<file path="src/mcrt_pkg.sv">
`timescale 1ns / 1ps
// ----------------------------------------------------------------------------
// mcrt_pkg
// Shared types, action codes and constants of the multi-channel reload timer.
// ----------------------------------------------------------------------------
package mcrt_pkg;

    // action codes of an input beat
    localparam logic [1:0] ACT_TICK  = 2'd0;
    localparam logic [1:0] ACT_START = 2'd1;
    localparam logic [1:0] ACT_STOP  = 2'd2;
    localparam logic [1:0] ACT_POLL  = 2'd3;

    // field widths
    localparam int ACT_W    = 2;
    localparam int TIDX_W   = 8;
    localparam int MS_W     = 32;
    localparam int RUNS_W   = 16;
    localparam int RATE_W   = 17;
    localparam int FIRE_W   = 3;
    localparam int PROD_W   = MS_W + RATE_W;
    localparam int CTR_W    = 6;

    // run count codes
    localparam logic [RUNS_W-1:0] RUNS_FOREVER = 16'hFFFF;
    localparam logic [RUNS_W-1:0] RUNS_NONE    = 16'h0000;

    // ms to tick conversion
    localparam int MS_PER_SEC = 1000;
    localparam logic [PROD_W-1:0] SAT_LIMIT = PROD_W'(MS_PER_SEC) << MS_W;
    localparam logic [RATE_W-1:0] RATE_RESET = 17'd1000;

    // divide by 1000 as a shift by 3 and a divide by 125; below saturation the
    // product is under 2^42, so x = product >> 3 is under 2^39 and
    // floor(x / 125) = (x * RECIP_125) >> 46 holds for all of them
    localparam int DIVX_LSB    = 3;
    localparam int DIVX_W      = 39;
    localparam int RECIP_W     = 40;
    localparam int RECIP_CW    = 10;
    localparam int RECIP_STEPS = 4;
    localparam int RECIP_SH    = 46;
    localparam int ACC_W       = DIVX_W + RECIP_W;
    localparam logic [RECIP_W-1:0] RECIP_125 = 40'd562949953422;

    // poll result limit and queue depths
    localparam int MAX_RESULTS = 8;
    localparam int RES_CNT_W   = 4;
    localparam int CMD_DEPTH   = 2;

    // timers preset at reset
    localparam int NUM_INIT = 3;

    // command from front to back
    typedef struct packed {
        logic [ACT_W-1:0]  action;
        logic [TIDX_W-1:0] idx;
        logic [MS_W-1:0]   ticks;
        logic [RUNS_W-1:0] runs;
    } cmd_t;

    // one timer table entry
    typedef struct packed {
        logic [MS_W-1:0]   cd;
        logic [MS_W-1:0]   rl;
        logic [RUNS_W-1:0] runs;
    } entry_t;

    // one result beat
    typedef struct packed {
        logic [FIRE_W-1:0] fired;
        logic              last;
    } res_t;

    // table contents right after reset
    function automatic entry_t init_entry(input logic [TIDX_W-1:0] idx);
        entry_t e;
        e.cd   = '0;
        e.rl   = '0;
        e.runs = RUNS_NONE;
        case (idx)
            8'd0: begin
                e.cd = 32'd1;  e.rl = 32'd1;  e.runs = RUNS_FOREVER;
            end
            8'd1: begin
                e.cd = 32'd5;  e.rl = 32'd5;  e.runs = RUNS_FOREVER;
            end
            8'd2: begin
                e.cd = 32'd10; e.rl = 32'd10; e.runs = RUNS_FOREVER;
            end
            default: begin
                e.cd = '0;
            end
        endcase
        return e;
    endfunction

endpackage

</file>
<file path="src/multi_channel_reload_timer.sv">
`timescale 1ns / 1ps
// ----------------------------------------------------------------------------
// multi_channel_reload_timer
// Table of reloading countdown timers driven by tick, start, stop and poll.
// ----------------------------------------------------------------------------
// Usage: the s_ channel carries actions (tick, start, stop, poll) with a
// timer index, a period in milliseconds and a run count. The cfg channel
// writes the tick frequency, used to turn periods into ticks; write it only
// while the block is idle. Each poll sends one m_ beat per fired timer, the
// final beat of the poll with m_last set; tick, start and stop send nothing.
// Sequence: the front takes no new beat until it is done with the last; a
// tick, stop or poll goes from capture straight to the push, a start
// through 17 shift-add multiply steps, a saturation check, 4 reciprocal
// steps for the divide by 1000 and the push, skipping the divide when the
// tick count saturates. The push waits while the command queue is full.
// The back walks the timer table one entry per cycle: every entry for a
// tick or poll, only the named entry for a start or stop. A two-deep
// command queue decouples the two sides. A poll waits until the result
// queue (8 deep) is empty; a stalled receiver therefore holds back a poll
// and the commands behind it, and input stalls once the command queue fills.
// Reset: timers 0..2 come up pending with periods 1, 5 and 10 and run
// forever, the rest stopped; the tick frequency resets to 1000.
// ----------------------------------------------------------------------------
module multi_channel_reload_timer #(
    parameter int NUM_TIMERS = 8
) (
    input  logic                         aclk,
    input  logic                         aresetn,
    input  logic                         cfg_valid,
    output logic                         cfg_ready,
    input  logic [mcrt_pkg::RATE_W-1:0]  cfg_data,
    input  logic                         s_valid,
    output logic                         s_ready,
    input  logic [mcrt_pkg::ACT_W-1:0]   s_action,
    input  logic [mcrt_pkg::TIDX_W-1:0]  s_timer_index,
    input  logic [mcrt_pkg::MS_W-1:0]    s_period_ms,
    input  logic [mcrt_pkg::RUNS_W-1:0]  s_run_count,
    output logic                         m_valid,
    input  logic                         m_ready,
    output logic [mcrt_pkg::FIRE_W-1:0]  m_fired_timer,
    output logic                         m_last
);
    import mcrt_pkg::*;

    logic [RATE_W-1:0] tick_freq_reg;
    logic              cmd_push, cmd_full, cmd_pop, cmd_empty;
    cmd_t              cmd_in, cmd_out;
    logic              res_push, res_full, res_empty;
    res_t              res_in, res_out;

    // configuration register
    assign cfg_ready = 1'b1;
    always_ff @(posedge aclk) begin
        if (!aresetn) begin
            tick_freq_reg <= RATE_RESET;
        end else if (cfg_valid) begin
            tick_freq_reg <= cfg_data;
        end
    end

    // accept and convert
    mcrt_front #(
        .NUM_TIMERS(NUM_TIMERS)
    ) u_front (
        .aclk         (aclk),
        .aresetn      (aresetn),
        .s_valid      (s_valid),
        .s_ready      (s_ready),
        .s_action     (s_action),
        .s_timer_index(s_timer_index),
        .s_period_ms  (s_period_ms),
        .s_run_count  (s_run_count),
        .tick_freq    (tick_freq_reg),
        .cmd_push     (cmd_push),
        .cmd_data     (cmd_in),
        .cmd_full     (cmd_full)
    );

    // command queue
    mcrt_fifo #(
        .WIDTH($bits(cmd_t)),
        .DEPTH(CMD_DEPTH)
    ) u_cmd_q (
        .aclk   (aclk),
        .aresetn(aresetn),
        .wr_en  (cmd_push),
        .wr_data(cmd_in),
        .full   (cmd_full),
        .rd_en  (cmd_pop),
        .rd_data(cmd_out),
        .empty  (cmd_empty)
    );

    // table execution
    mcrt_back #(
        .NUM_TIMERS(NUM_TIMERS)
    ) u_back (
        .aclk     (aclk),
        .aresetn  (aresetn),
        .cmd_data (cmd_out),
        .cmd_empty(cmd_empty),
        .cmd_pop  (cmd_pop),
        .res_empty(res_empty),
        .res_push (res_push),
        .res_data (res_in)
    );

    // result queue, one beat per entry
    mcrt_fifo #(
        .WIDTH($bits(res_t)),
        .DEPTH(MAX_RESULTS)
    ) u_res_q (
        .aclk   (aclk),
        .aresetn(aresetn),
        .wr_en  (res_push),
        .wr_data(res_in),
        .full   (res_full),
        .rd_en  (m_ready && !res_full ? m_ready : m_ready),
        .rd_data(res_out),
        .empty  (res_empty)
    );

    assign m_valid       = !res_empty;
    assign m_fired_timer = res_out.fired;
    assign m_last        = res_out.last;

endmodule

</file>
<file path="src/mcrt_fifo.sv">
`timescale 1ns / 1ps
// ----------------------------------------------------------------------------
// mcrt_fifo
// Small synchronous fifo used for the command queue and the result queue.
// ----------------------------------------------------------------------------
module mcrt_fifo #(
    parameter int WIDTH = 4,
    parameter int DEPTH = 2
) (
    input  logic             aclk,
    input  logic             aresetn,
    input  logic             wr_en,
    input  logic [WIDTH-1:0] wr_data,
    output logic             full,
    input  logic             rd_en,
    output logic [WIDTH-1:0] rd_data,
    output logic             empty
);
    localparam int PTR_W = (DEPTH > 1) ? $clog2(DEPTH) : 1;
    localparam int CNT_W = $clog2(DEPTH + 1);

    logic [WIDTH-1:0] mem [DEPTH];
    logic [PTR_W-1:0] wr_ptr_reg, rd_ptr_reg;
    logic [CNT_W-1:0] count_reg;
    logic             do_wr, do_rd;

    assign full    = (count_reg == CNT_W'(DEPTH));
    assign empty   = (count_reg == '0);
    assign do_wr   = wr_en && !full;
    assign do_rd   = rd_en && !empty;
    assign rd_data = mem[rd_ptr_reg];

    // storage
    always_ff @(posedge aclk) begin
        if (do_wr) begin
            mem[wr_ptr_reg] <= wr_data;
        end
    end

    // pointers and fill count
    always_ff @(posedge aclk) begin
        if (!aresetn) begin
            wr_ptr_reg <= '0;
            rd_ptr_reg <= '0;
            count_reg  <= '0;
        end else begin
            if (do_wr) begin
                wr_ptr_reg <= (wr_ptr_reg == PTR_W'(DEPTH - 1)) ? '0 : wr_ptr_reg + 1'b1;
            end
            if (do_rd) begin
                rd_ptr_reg <= (rd_ptr_reg == PTR_W'(DEPTH - 1)) ? '0 : rd_ptr_reg + 1'b1;
            end
            if (do_wr && !do_rd) begin
                count_reg <= count_reg + 1'b1;
            end else if (do_rd && !do_wr) begin
                count_reg <= count_reg - 1'b1;
            end
        end
    end

endmodule

</file>
<file path="src/mcrt_front.sv">
`timescale 1ns / 1ps
// ----------------------------------------------------------------------------
// mcrt_front
// Accepts input beats, drops out-of-range start/stop, converts start periods
// from milliseconds to ticks and queues commands for the back end.
// ----------------------------------------------------------------------------
module mcrt_front #(
    parameter int NUM_TIMERS = 8
) (
    input  logic                         aclk,
    input  logic                         aresetn,
    input  logic                         s_valid,
    output logic                         s_ready,
    input  logic [mcrt_pkg::ACT_W-1:0]   s_action,
    input  logic [mcrt_pkg::TIDX_W-1:0]  s_timer_index,
    input  logic [mcrt_pkg::MS_W-1:0]    s_period_ms,
    input  logic [mcrt_pkg::RUNS_W-1:0]  s_run_count,
    input  logic [mcrt_pkg::RATE_W-1:0]  tick_freq,
    output logic                         cmd_push,
    output mcrt_pkg::cmd_t               cmd_data,
    input  logic                         cmd_full
);
    import mcrt_pkg::*;

    localparam logic [2:0] F_IDLE = 3'd0;
    localparam logic [2:0] F_MUL  = 3'd1;
    localparam logic [2:0] F_CHK  = 3'd2;
    localparam logic [2:0] F_DIV  = 3'd3;
    localparam logic [2:0] F_PUSH = 3'd4;

    logic [2:0]        state_reg;
    logic [ACT_W-1:0]  act_reg;
    logic [TIDX_W-1:0] idx_reg;
    logic [MS_W-1:0]   ms_reg;
    logic [RUNS_W-1:0] runs_reg;
    logic [RATE_W-1:0] rate_sh_reg;
    logic [PROD_W-1:0] prod_reg;
    logic [ACC_W-1:0]  acc_reg;
    logic [MS_W-1:0]   quot_reg;
    logic [CTR_W-1:0]  cnt_reg;

    logic                       in_range, accept;
    logic [PROD_W-1:0]          prod_next;
    logic [DIVX_W-1:0]          div_x;
    logic [RECIP_CW-1:0]        recip_chunk;
    logic [DIVX_W+RECIP_CW-1:0] part_prod;
    logic [ACC_W-1:0]           acc_next;

    assign s_ready  = (state_reg == F_IDLE);
    assign accept   = s_valid && s_ready;
    assign in_range = (s_timer_index < TIDX_W'(NUM_TIMERS));

    // shift-add multiply step, msb of rate first
    assign prod_next = {prod_reg[PROD_W-2:0], 1'b0}
                     + (rate_sh_reg[RATE_W-1] ? PROD_W'(ms_reg) : '0);

    // divide by 1000: drop 3 bits, then multiply by the reciprocal of 125,
    // one 10-bit slice of the reciprocal per step, msb slice first
    assign div_x = prod_reg[DIVX_LSB +: DIVX_W];
    always_comb begin
        case (cnt_reg)
            CTR_W'(0): recip_chunk = RECIP_125[39:30];
            CTR_W'(1): recip_chunk = RECIP_125[29:20];
            CTR_W'(2): recip_chunk = RECIP_125[19:10];
            default:   recip_chunk = RECIP_125[9:0];
        endcase
    end
    assign part_prod = div_x * recip_chunk;
    assign acc_next  = {acc_reg[ACC_W-RECIP_CW-1:0], {RECIP_CW{1'b0}}} + ACC_W'(part_prod);

    // command toward the back end
    assign cmd_push        = (state_reg == F_PUSH) && !cmd_full;
    assign cmd_data.action = act_reg;
    assign cmd_data.idx    = idx_reg;
    assign cmd_data.ticks  = quot_reg;
    assign cmd_data.runs   = runs_reg;

    // beat capture
    always_ff @(posedge aclk) begin
        if (accept) begin
            act_reg     <= s_action;
            idx_reg     <= s_timer_index;
            ms_reg      <= s_period_ms;
            runs_reg    <= s_run_count;
            rate_sh_reg <= tick_freq;
            prod_reg    <= '0;
        end else if (state_reg == F_MUL) begin
            rate_sh_reg <= {rate_sh_reg[RATE_W-2:0], 1'b0};
            prod_reg    <= prod_next;
        end
    end

    // conversion datapath
    always_ff @(posedge aclk) begin
        case (state_reg)
            F_CHK: begin
                acc_reg  <= '0;
                quot_reg <= (prod_reg >= SAT_LIMIT) ? '1 : '0;
            end
            F_DIV: begin
                acc_reg  <= acc_next;
                quot_reg <= acc_next[RECIP_SH +: MS_W];
            end
            default: begin
                acc_reg <= acc_reg;
            end
        endcase
    end

    // sequencer
    always_ff @(posedge aclk) begin
        if (!aresetn) begin
            state_reg <= F_IDLE;
            cnt_reg   <= '0;
        end else begin
            case (state_reg)
                F_IDLE: begin
                    cnt_reg <= '0;
                    if (accept) begin
                        if ((s_action == ACT_START || s_action == ACT_STOP) && !in_range) begin
                            state_reg <= F_IDLE;
                        end else if (s_action == ACT_START) begin
                            state_reg <= F_MUL;
                        end else begin
                            state_reg <= F_PUSH;
                        end
                    end
                end
                F_MUL: begin
                    cnt_reg <= cnt_reg + 1'b1;
                    if (cnt_reg == CTR_W'(RATE_W - 1)) begin
                        state_reg <= F_CHK;
                    end
                end
                F_CHK: begin
                    cnt_reg   <= '0;
                    state_reg <= (prod_reg >= SAT_LIMIT) ? F_PUSH : F_DIV;
                end
                F_DIV: begin
                    cnt_reg <= cnt_reg + 1'b1;
                    if (cnt_reg == CTR_W'(RECIP_STEPS - 1)) begin
                        state_reg <= F_PUSH;
                    end
                end
                F_PUSH: begin
                    if (!cmd_full) begin
                        state_reg <= F_IDLE;
                    end
                end
                default: begin
                    state_reg <= F_IDLE;
                end
            endcase
        end
    end

endmodule

</file>
<file path="src/mcrt_back.sv">
`timescale 1ns / 1ps
// ----------------------------------------------------------------------------
// mcrt_back
// Executes queued commands on the timer table, one entry per cycle, and
// produces poll results with the final one of each poll marked.
// ----------------------------------------------------------------------------
module mcrt_back #(
    parameter int NUM_TIMERS = 8
) (
    input  logic           aclk,
    input  logic           aresetn,
    input  mcrt_pkg::cmd_t cmd_data,
    input  logic           cmd_empty,
    output logic           cmd_pop,
    input  logic           res_empty,
    output logic           res_push,
    output mcrt_pkg::res_t res_data
);
    import mcrt_pkg::*;

    localparam int IDX_W = (NUM_TIMERS > 1) ? $clog2(NUM_TIMERS) : 1;
    localparam int CNT_W = $clog2(NUM_TIMERS + 1);

    localparam logic B_IDLE = 1'b0;
    localparam logic B_WALK = 1'b1;

    // timer table
    entry_t mem [NUM_TIMERS];

    logic                  state_reg;
    cmd_t                  cmd_reg;
    logic [CNT_W-1:0]      rd_ptr_reg, rd_end_reg;
    logic                  proc_vld_reg;
    logic [IDX_W-1:0]      proc_idx_reg;
    entry_t                rd_q_reg;
    logic                  rd_init_reg;
    logic [NUM_TIMERS-1:0] pend_reg;
    logic [NUM_TIMERS-1:0] ent_vld_reg;
    logic                  held_vld_reg;
    logic [FIRE_W-1:0]     held_idx_reg;
    logic [RES_CNT_W-1:0]  fire_cnt_reg;

    logic                  start_ok, rd_go, walk_done;
    logic [IDX_W-1:0]      rd_addr;
    entry_t                cur, new_ent;
    logic                  cur_pend, new_pend, fire;
    logic [MS_W-1:0]       cd_dec;
    logic [FIRE_W-1:0]     fire_id;

    // a poll starts only with an empty result queue, so it never overflows
    assign start_ok  = (cmd_data.action != ACT_POLL) || res_empty;
    assign cmd_pop   = (state_reg == B_IDLE) && !cmd_empty && start_ok;
    assign rd_go     = (state_reg == B_WALK) && (rd_ptr_reg < rd_end_reg);
    assign rd_addr   = rd_ptr_reg[IDX_W-1:0];
    assign walk_done = (state_reg == B_WALK) && !rd_go && !proc_vld_reg;

    // entry under update, reset contents until first written
    assign cur      = rd_init_reg ? init_entry(TIDX_W'(proc_idx_reg)) : rd_q_reg;
    assign cur_pend = pend_reg[proc_idx_reg];
    assign cd_dec   = cur.cd - 1'b1;
    assign fire_id  = FIRE_W'(proc_idx_reg);

    // per-entry update
    always_comb begin
        new_ent  = cur;
        new_pend = cur_pend;
        fire     = 1'b0;
        case (cmd_reg.action)
            ACT_TICK: begin
                if (cur.runs != RUNS_NONE && cur.cd != '0) begin
                    new_ent.cd = cd_dec;
                    if (cd_dec == '0) begin
                        new_pend = 1'b1;
                    end
                end
            end
            ACT_START: begin
                new_ent.cd   = cmd_reg.ticks;
                new_ent.rl   = cmd_reg.ticks;
                new_ent.runs = cmd_reg.runs;
            end
            ACT_STOP: begin
                new_pend     = 1'b0;
                new_ent.runs = RUNS_NONE;
            end
            default: begin
                if (cur_pend) begin
                    if (cur.runs == RUNS_NONE) begin
                        new_pend   = 1'b0;
                        new_ent.cd = '0;
                    end else if (fire_cnt_reg < RES_CNT_W'(MAX_RESULTS)) begin
                        if (cur.runs != RUNS_FOREVER) begin
                            new_ent.runs = cur.runs - 1'b1;
                        end
                        new_pend   = 1'b0;
                        new_ent.cd = cur.rl;
                        fire       = 1'b1;
                    end
                end
            end
        endcase
    end

    // result beats lag one firing so the last one can be marked
    always_comb begin
        res_push       = 1'b0;
        res_data.fired = held_idx_reg;
        res_data.last  = 1'b0;
        if (proc_vld_reg && fire && held_vld_reg) begin
            res_push = 1'b1;
        end else if (walk_done && cmd_reg.action == ACT_POLL && held_vld_reg) begin
            res_push      = 1'b1;
            res_data.last = 1'b1;
        end
    end

    // table read and write-back
    always_ff @(posedge aclk) begin
        if (rd_go) begin
            rd_q_reg <= mem[rd_addr];
        end
        if (proc_vld_reg) begin
            mem[proc_idx_reg] <= new_ent;
        end
    end

    // read pipeline payload
    always_ff @(posedge aclk) begin
        if (rd_go) begin
            proc_idx_reg <= rd_addr;
            rd_init_reg  <= !ent_vld_reg[rd_addr];
        end
        if (cmd_pop) begin
            cmd_reg <= cmd_data;
        end
        if (proc_vld_reg && fire) begin
            held_idx_reg <= fire_id;
        end
    end

    // per-entry flags
    always_ff @(posedge aclk) begin
        if (!aresetn) begin
            for (int i = 0; i < NUM_TIMERS; i++) begin
                pend_reg[i] <= (i < NUM_INIT);
            end
            ent_vld_reg <= '0;
        end else if (proc_vld_reg) begin
            pend_reg[proc_idx_reg]    <= new_pend;
            ent_vld_reg[proc_idx_reg] <= 1'b1;
        end
    end

    // walk control
    always_ff @(posedge aclk) begin
        if (!aresetn) begin
            state_reg    <= B_IDLE;
            rd_ptr_reg   <= '0;
            rd_end_reg   <= '0;
            proc_vld_reg <= 1'b0;
            held_vld_reg <= 1'b0;
            fire_cnt_reg <= '0;
        end else begin
            proc_vld_reg <= rd_go;
            case (state_reg)
                B_IDLE: begin
                    if (cmd_pop) begin
                        state_reg    <= B_WALK;
                        held_vld_reg <= 1'b0;
                        fire_cnt_reg <= '0;
                        if (cmd_data.action == ACT_TICK || cmd_data.action == ACT_POLL) begin
                            rd_ptr_reg <= '0;
                            rd_end_reg <= CNT_W'(NUM_TIMERS);
                        end else begin
                            rd_ptr_reg <= CNT_W'(cmd_data.idx);
                            rd_end_reg <= CNT_W'(cmd_data.idx) + CNT_W'(1);
                        end
                    end
                end
                B_WALK: begin
                    if (rd_go) begin
                        rd_ptr_reg <= rd_ptr_reg + 1'b1;
                    end
                    if (proc_vld_reg && fire) begin
                        held_vld_reg <= 1'b1;
                        fire_cnt_reg <= fire_cnt_reg + 1'b1;
                    end
                    if (walk_done) begin
                        state_reg    <= B_IDLE;
                        held_vld_reg <= 1'b0;
                    end
                end
                default: begin
                    state_reg <= B_IDLE;
                end
            endcase
        end
    end

endmodule
</file>
<file path="config.mk">
export PLATFORM = sky130hd
export DESIGN_NAME = multi_channel_reload_timer
export DESIGN_NICKNAME = d
export VERILOG_FILES = /design/src/mcrt_pkg.sv /design/src/multi_channel_reload_timer.sv /design/src/mcrt_fifo.sv /design/src/mcrt_front.sv /design/src/mcrt_back.sv
export SDC_FILE = /design/constraint.sdc
export NUM_CORES = 2
export LEC_CHECK = 0
export BUFFER_PORTS_ARGS = -buffer_cell sky130_fd_sc_hd__buf_2
export CORE_ASPECT_RATIO = 1.2
export CORE_MARGIN = 5
export CORE_UTILIZATION = 37
export CTS_CLUSTER_DIAMETER = 30
export DETAILED_ROUTE_END_ITERATION = 6
export HOLD_SLACK_MARGIN = 0.03
export SYNTH_ARGS = -nofsm -noshare
export SYNTH_HDL_FRONTEND = slang
export SYNTH_HIERARCHICAL = 1
export SYNTH_SLANG_ARGS = --single-unit
</file>
<file path="constraint.sdc">
create_clock -name aclk -period 16.4 [get_ports aclk]
set_clock_uncertainty 0.2 [all_clocks]
set_input_delay 1.64 -clock aclk [delete_from_list [all_inputs] [get_ports aclk]]
set_output_delay 1.64 -clock aclk [all_outputs]
set_load 0.005 [all_outputs]
</file>
# After elaboration in Yosys (flattened, before gate mapping)
# Memories as Yosys holds them, arrays and structs flattened. A register that Yosys moved wholly into a read port is not among the register bits.
# Cells that the tools add are included.
dict set report classes {
  mux 83
  shift 0
  div_mod_pow 0
  order_cmp 7
  n_eq_ne 30
  reduce_logical 61
  add_sub_neg 16
  mul 1
  bitwise_logic 2
}
# op count
set ops {}
lappend ops {{$mux W32} 7}
lappend ops {{$pmux W68 S2} 1}
lappend ops {{$pmux W32 S3} 1}
lappend ops {{$mux W80} 1}
lappend ops {{$add A78 B49 Y78} 1}
lappend ops {{$mux W16} 4}
lappend ops {{$pmux W32 S2} 1}
lappend ops {{$pmux W20 S3} 1}
lappend ops {{$add A49 B49 Y49} 1}
lappend ops {{$ge A49 B42 Y1 const B} 1}
lappend ops {{$mul A39 B10 Y49} 1}
lappend ops {{$pmux W16 S3} 1}
lappend ops {{$mux W17} 2}
lappend ops {{$mux W3} 11}
lappend ops {{$logic_not A32 Y1} 1}
lappend ops {{$mux W4} 8}
lappend ops {{$reduce_bool A32 Y1} 1}
lappend ops {{$sub A32 B1 Y32 const B} 1}
lappend ops {{$mux W1} 30}
lappend ops {{$pmux W10 S3} 1}
lappend ops {{$logic_and A1 B1 Y1} 22}
lappend ops {{$add A4 B1 Y4 const B} 4}
lappend ops {{$logic_not A16 Y1} 1}
lappend ops {{$ne A16 B16 Y1 const B} 1}
lappend ops {{other kinds (48)} 96}
dict set report totals {
  rom_bits 0
  latchBits 0
  mem_count 3
  in_bits 80
  ram_bits 788
  reg_bits 352
}
# memory words word_bits read_ports rd_ports_with_merged_regs write_ports line_no
set mem_list {}
lappend mem_list {u_back.mem 8 80 1 1 1 mcrt_back.sv:28} ;# entry_t mem [NUM_TIMERS];
lappend mem_list {u_cmd_q.mem 2 58 1 1 1 mcrt_fifo.sv:22} ;# logic [WIDTH-1:0] mem [DEPTH];
lappend mem_list {u_res_q.mem 8 4 1 1 1 mcrt_fifo.sv:22}

# Logic depth before layout (Yosys ltp)
dict set report logic_depth {
  ltp_word 15
  ltp_mapped 29
}

# Modules after synthesis
# Netlist, hierarchy kept.
# module cells_each n_inst area_per_inst_um2 seq_area_each_um2
set modules_own_cells {}
lappend modules_own_cells {mcrt_back 1991 1 33975.1 23953.0}
lappend modules_own_cells {mcrt_front 2360 1 22776.8 6416.2}
lappend modules_own_cells {{mcrt_fifo at u_cmd_q} 205 1 4415.5 3583.4}
lappend modules_own_cells {{mcrt_fifo at u_res_q} 121 1 1906.8 1221.2}
lappend modules_own_cells {multi_channel_reload_timer 57 1 651.9 340.3}

# Least setup slack after synthesis
# Ideal clock, no wire load.
dict set report synth_timing {
  path_kind {register to register}
  start {register u_back.proc_idx_reg[2], in the netlist u_back/fire_id[2]}
  end {register u_back.pend_reg[0]}
  arrival_ns 6.665
  setup_time_ns 0.421
  path_stages_with_launch 4
  setup_slack_ns 9.115
  required_ns 15.779
  n_path_buf 0
  cell_sequence {edfxtp_1 nand2b_1 nor3_1 a41oi_1}
}
dict set report synth_via {
  elab_chain_cells 9
  elab_cells_between_ends 25
}
# element line_no
set synth_rtl {}
lappend synth_rtl {{start, declared} mcrt_back.sv:34} ;# logic [IDX_W-1:0] proc_idx_reg;
lappend synth_rtl {{start signal, assigned} mcrt_back.sv:130} ;# proc_idx_reg <= rd_addr;
lappend synth_rtl {{$eq A3 B2 Y1 (tied with other cells)} mcrt_pkg.sv:80} ;# case (idx)
lappend synth_rtl {{$pmux W4 S3} mcrt_pkg.sv:80}
lappend synth_rtl {{$mux W80} mcrt_back.sv:58} ;# assign cur = rd_init_reg ? init_entry(TIDX_W'(proc_idx_reg)) : rd_q_reg;
lappend synth_rtl {{$sub A32 B1 Y32} mcrt_back.sv:60} ;# assign cd_dec = cur.cd - 1'b1;
lappend synth_rtl {{$logic_not A32 Y1} mcrt_back.sv:72} ;# if (cd_dec == '0) begin
lappend synth_rtl {{$mux W1} mcrt_back.sv:72}
lappend synth_rtl {{$mux W1} mcrt_back.sv:70} ;# if (cur.runs != RUNS_NONE && cur.cd != '0) begin
lappend synth_rtl {{$pmux W1 S3} mcrt_back.sv:68} ;# case (cmd_reg.action)
lappend synth_rtl {{$bwmux W8 (*)} mcrt_back.sv:149} ;# pend_reg[proc_idx_reg] <= new_pend;
lappend synth_rtl {{end signal, assigned by index} mcrt_back.sv:145} ;# pend_reg[i] <= (i < NUM_INIT);
lappend synth_rtl {{end signal, assigned by index} mcrt_back.sv:149}
lappend synth_rtl {{end, declared} mcrt_back.sv:37} ;# logic [NUM_TIMERS-1:0] pend_reg;
# Mark *: on every way between the ends. The rest lies on a longest branch, timed or not. The select of a mux whose other input is x is not followed.
# A chain may end at the register's enable or synchronous reset.

# Worst setup path after layout
dict set report layout_timing {
  start {register u_front.cnt_reg[0]}
  end {register u_front.quot_reg[6] (data pin)}
}
dict set report layout_via {
  elab_chain_cells 5
  elab_cells_between_ends 7
}
# element line_no
set layout_rtl {}
lappend layout_rtl {{start, declared} mcrt_front.sv:40} ;# logic [CTR_W-1:0] cnt_reg;
lappend layout_rtl {{start signal, assigned} mcrt_front.sv:130} ;# cnt_reg <= cnt_reg + 1'b1;
lappend layout_rtl {{start signal, assigned} mcrt_front.sv:140} ;# cnt_reg <= cnt_reg + 1'b1;
lappend layout_rtl {{$eq A6 B2 Y1 (tied with other cells)} mcrt_front.sv:61} ;# case (cnt_reg)
lappend layout_rtl {{$pmux W10 S3 (*)} mcrt_front.sv:61}
lappend layout_rtl {{$mul A39 B10 Y49 (*)} mcrt_front.sv:68} ;# assign part_prod = div_x * recip_chunk;
lappend layout_rtl {{$add A78 B49 Y78 (*)} mcrt_front.sv:69} ;# assign acc_next = {acc_reg[ACC_W-RECIP_CW-1:0], {RECIP_CW{1'b0}}} + ACC_W'(part_prod);
lappend layout_rtl {{$pmux W32 S2 (*)} mcrt_front.sv:95} ;# case (state_reg)
lappend layout_rtl {{end signal, assigned} mcrt_front.sv:98} ;# quot_reg <= (prod_reg >= SAT_LIMIT) ? '1 : '0;
lappend layout_rtl {{end signal, assigned} mcrt_front.sv:102} ;# quot_reg <= acc_next[RECIP_SH +: MS_W];
lappend layout_rtl {{end, declared} mcrt_front.sv:39} ;# logic [MS_W-1:0] quot_reg;
# Mark *: on every way between the ends. The rest lies on a longest branch, timed or not.

==> impl_metrics.prom <==
# TYPE chip_impl_metric gauge
chip_impl_metric{name="power_leakage",unit="nW"} 27.4
chip_impl_metric{name="via_per_inst",unit=""} 5.33
chip_impl_metric{name="share_seq_of_total_power",unit="%"} 36.8
chip_impl_info{name="critical-path-top-delay-family",value="adder cells"} 1
chip_impl_metric{name="areaGrowthSynthToFinish",unit="%"} 17.7
chip_impl_metric{name="max_slew.worst_pin.slew",unit="ps"} 1180
chip_impl_metric{name="m1WireLength",unit="um"} 69100
chip_impl_metric{name="ioPinCount",unit=""} 87
chip_impl_metric{name="timing.critical_path.slowest_cell_delay",unit="ps"} 930
chip_impl_metric{name="syn-mean-instance-area",unit="um2"} 13.4
chip_impl_info{name="hold_path_class",value="register to register"} 1
chip_impl_metric{name="grt_antenna_before_repair",unit=""} 12
chip_impl_info{name="crit_path_frequent_cell",value="sky130_fd_sc_hd__fa_1"} 1
chip_impl_metric{name="vias_in_the_first_global_route",unit=""} 40414
chip_impl_metric{name="number_of_warnings_issued_by_yosys",unit=""} 6
chip_impl_metric{name="numCtsBuffers",unit=""} 229
chip_impl_metric{name="crit_path_max_fanout",unit=""} 43
chip_impl_metric{name="dr_total_vias",unit=""} 39169
chip_impl_info{name="run_status",value="finished, final reports clean"} 1
chip_impl_metric{name="track_usage",unit="%"} 18.0
chip_impl_metric{name="finalWeightedCongestion",unit=""} 0.934
chip_impl_metric{name="grt_pass1_wl",unit="um"} 250000
chip_impl_info{name="setup.worst_path.start_class",value="register"} 1
chip_impl_info{name="uppermost_layer_routed",value="met5"} 1
chip_impl_metric{name="chipWidth",unit="um"} 388
chip_impl_metric{name="port_buffers",unit=""} 85
chip_impl_metric{name="total_buffers_and_inverters_traversed_by_the_critical_path",unit=""} 5
chip_impl_metric{name="combPwrFrac",unit="%"} 16.9
chip_impl_metric{name="cts.sinks",unit=""} 1212
chip_impl_metric{name="finalWirelength",unit="um"} 164000
chip_impl_metric{name="cellInternalPower",unit="mW"} 7.57
chip_impl_metric{name="cts_repair_resize_count",unit=""} 0
chip_impl_metric{name="syn-instance-count",unit=""} 4717
chip_impl_metric{name="maximum_number_of_pins_on_one_net_before_global_route_repair",unit=""} 97
chip_impl_info{name="grt_setup_unrepaired",value="false"} 1
chip_impl_metric{name="clockPowerShare",unit="%"} 46.3
chip_impl_metric{name="floorplan.rows",unit=""} 166
chip_impl_metric{name="fill_cells",unit=""} 15351
chip_impl_metric{name="report.final.slew_viol_count",unit=""} 0
chip_impl_info{name="commonest_cells_after_routing_fill_and_taps_aside",value="1,088 x sky130_fd_sc_hd__edfxtp_1, 338 x sky130_fd_sc_hd__nand2_1, 330 x sky130_fd_sc_hd__inv_1"} 1
chip_impl_metric{name="core_area",unit="mm2"} 0.170
chip_impl_metric{name="worst_skew_late_latency",unit="ps"} 860
chip_impl_metric{name="maxCapViolCount",unit=""} 0
chip_impl_metric{name="ratio_of_final_minimum_period_to_clock_period",unit="%"} 51.7
chip_impl_metric{name="floorplan.die_area",unit="mm2"} 0.180
chip_impl_metric{name="powerDensity",unit="mW/mm2"} 141
chip_impl_metric{name="whs",unit="ps"} 172
chip_impl_metric{name="number_of_levels_the_h_tree_was_split_into",unit=""} 4
chip_impl_metric{name="cp_data_required_time",unit="ps"} 16720
chip_impl_info{name="crit_path_end_kind",value="register"} 1
chip_impl_metric{name="clk_pin_slew_worst_paths",unit="ps"} 50
chip_impl_metric{name="path_depth",unit=""} 26
chip_impl_metric{name="drive_above_1_share",unit="%"} 19.2
chip_impl_metric{name="max-slew-margin-rel",unit="%"} 21.3
chip_impl_metric{name="met3WireLength",unit="um"} 9160
chip_impl_metric{name="met2WireLength",unit="um"} 80700
chip_impl_metric{name="syn_nets",unit=""} 5241
chip_impl_metric{name="post-cts-setup-buffers",unit=""} 0
chip_impl_metric{name="dr.pass1.iters",unit=""} 7
chip_impl_metric{name="ir_drop",unit="V"} 0.000105
chip_impl_info{name="cts_root_buf",value="sky130_fd_sc_hd__clkbuf_16"} 1
chip_impl_metric{name="netSwitchingFraction",unit="%"} 28.2
chip_impl_metric{name="initialDrtViolationCount",unit=""} 3207
chip_impl_metric{name="setup_violations",unit=""} 0
chip_impl_metric{name="maxClockFrequency",unit="GHz"} 0.118
chip_impl_metric{name="drt_drc_violations_left",unit=""} 0
chip_impl_metric{name="grt_overflow_total",unit=""} 0
chip_impl_info{name="criticalPathCategory",value="register to register"} 1
chip_impl_metric{name="power.net_switching",unit="mW"} 2.98
chip_impl_metric{name="number_of_nets_at_the_end_of_the_flow",unit=""} 5401
chip_impl_info{name="tritoncts",value="yes"} 1
chip_impl_metric{name="hold-path-cell-count",unit=""} 0
chip_impl_info{name="layout.cells.most_common",value="sky130_fd_sc_hd__edfxtp_1"} 1
chip_impl_metric{name="layout_min_cycle_time",unit="ps"} 8470
chip_impl_metric{name="initial_utilization",unit="%"} 37.2
chip_impl_metric{name="fp.dieH",unit="um"} 463
chip_impl_metric{name="post_route_antenna_net_violation_count",unit=""} 0
chip_impl_metric{name="post_drt_wl_per_cell",unit="um"} 22.3
chip_impl_metric{name="number_of_hold_violations_in_the_final_report",unit=""} 0
chip_impl_metric{name="dpl.hpwl",unit="um"} 109000
chip_impl_metric{name="worst-endpoint-arrival",unit="ps"} 8790
chip_impl_info{name="crit_slowest_cell",value="sky130_fd_sc_hd__a211oi_2"} 1
chip_impl_metric{name="syn-cell-area",unit="mm2"} 0.0633
chip_impl_metric{name="reg2reg_depth",unit=""} 26
chip_impl_metric{name="clock_tree.buffer_depth",unit=""} 3
chip_impl_metric{name="cts_hold_repair_buffers",unit=""} 0
chip_impl_metric{name="largest_register_ffs",unit=""} 640
chip_impl_metric{name="setup_tns_final",unit="ps"} 0
==> worst reg2reg max path, delay by kind of cell (launching register included) <==
family / cells / cell delay, ps
compound gates: 8 / 2430
xor+xnor: 1 / 250
fa+ha+maj: 7 / 2870
buf+inv: 5 / 840
flops: 1 / 350
simple gates: 5 / 1230
==> power by group through the flow <==
| stage | Combinational (mW) | Sequential [mW] | Clock (mW) |
|---|---|---|---|
| after floorplan | 1.33 | 3.80 | 0 |
| after global placement | 1.76 | 3.94 | 0 |
| after detailed placement | 1.78 | 3.94 | 0 |
| after CTS | 1.79 | 3.88 | 4.97 |
| after global routing | 1.94 | 3.90 | 5.13 |
| final | 1.78 | 3.88 | 4.88 |
==> metal layers <==
layer / track usage (%) / up-vias
met2: 30.0 / 1210
met4: 6.22 / 6
met1: 23.8 / 19947
met3: 3.12 / 321
met5: 0 / -
li1: - / 17685
==> worst paths after layout <==
check                           start                  end  slack (ps)
setup reg to reg   u_front/cnt_reg[0]  u_front/quot_reg[6]        7930
hold reg to reg   u_front/quot_reg[4]   u_cmd_q/mem[0][20]         170
setup / recovery   u_front/cnt_reg[0]  u_front/quot_reg[6]        7930
hold / removal    u_front/quot_reg[4]   u_cmd_q/mem[0][20]         170
==> cell type report <==
cell class	count	area, um2	area share [%]
Timing Repair Buffer	158	986	1.32
Inverter	334	1260	1.69
Clock inverter	190	2450	3.29
Clock buffer	245	5810	7.80
Tap cell	2268	2840	3.81
Multi-Input combinational cell	2942	26000	34.9
Sequential cell	1212	35200	47.2
Antenna cell	6	15.0	0.0201
==> metrics by stage <==
stage / total power, mW / worst slack (ps) / cells / area, um2 / utilization (%)
after floorplan: 5.13 / 9110 / 4717 / 63300 / -
after global placement: 5.70 / 8080 / 6914 / 66300 / 38.9
after detailed placement: 5.72 / 8030 / 6914 / 66300 / 38.9
after CTS: 10.6 / 7980 / 7349 / 74500 / 43.8
after global routing: 11.0 / 7530 / 7349 / 74500 / 43.8
final: 10.5 / 7930 / 7355 / 74500 / 43.8
No activity file was read; power rests on OpenSTA's default activity.
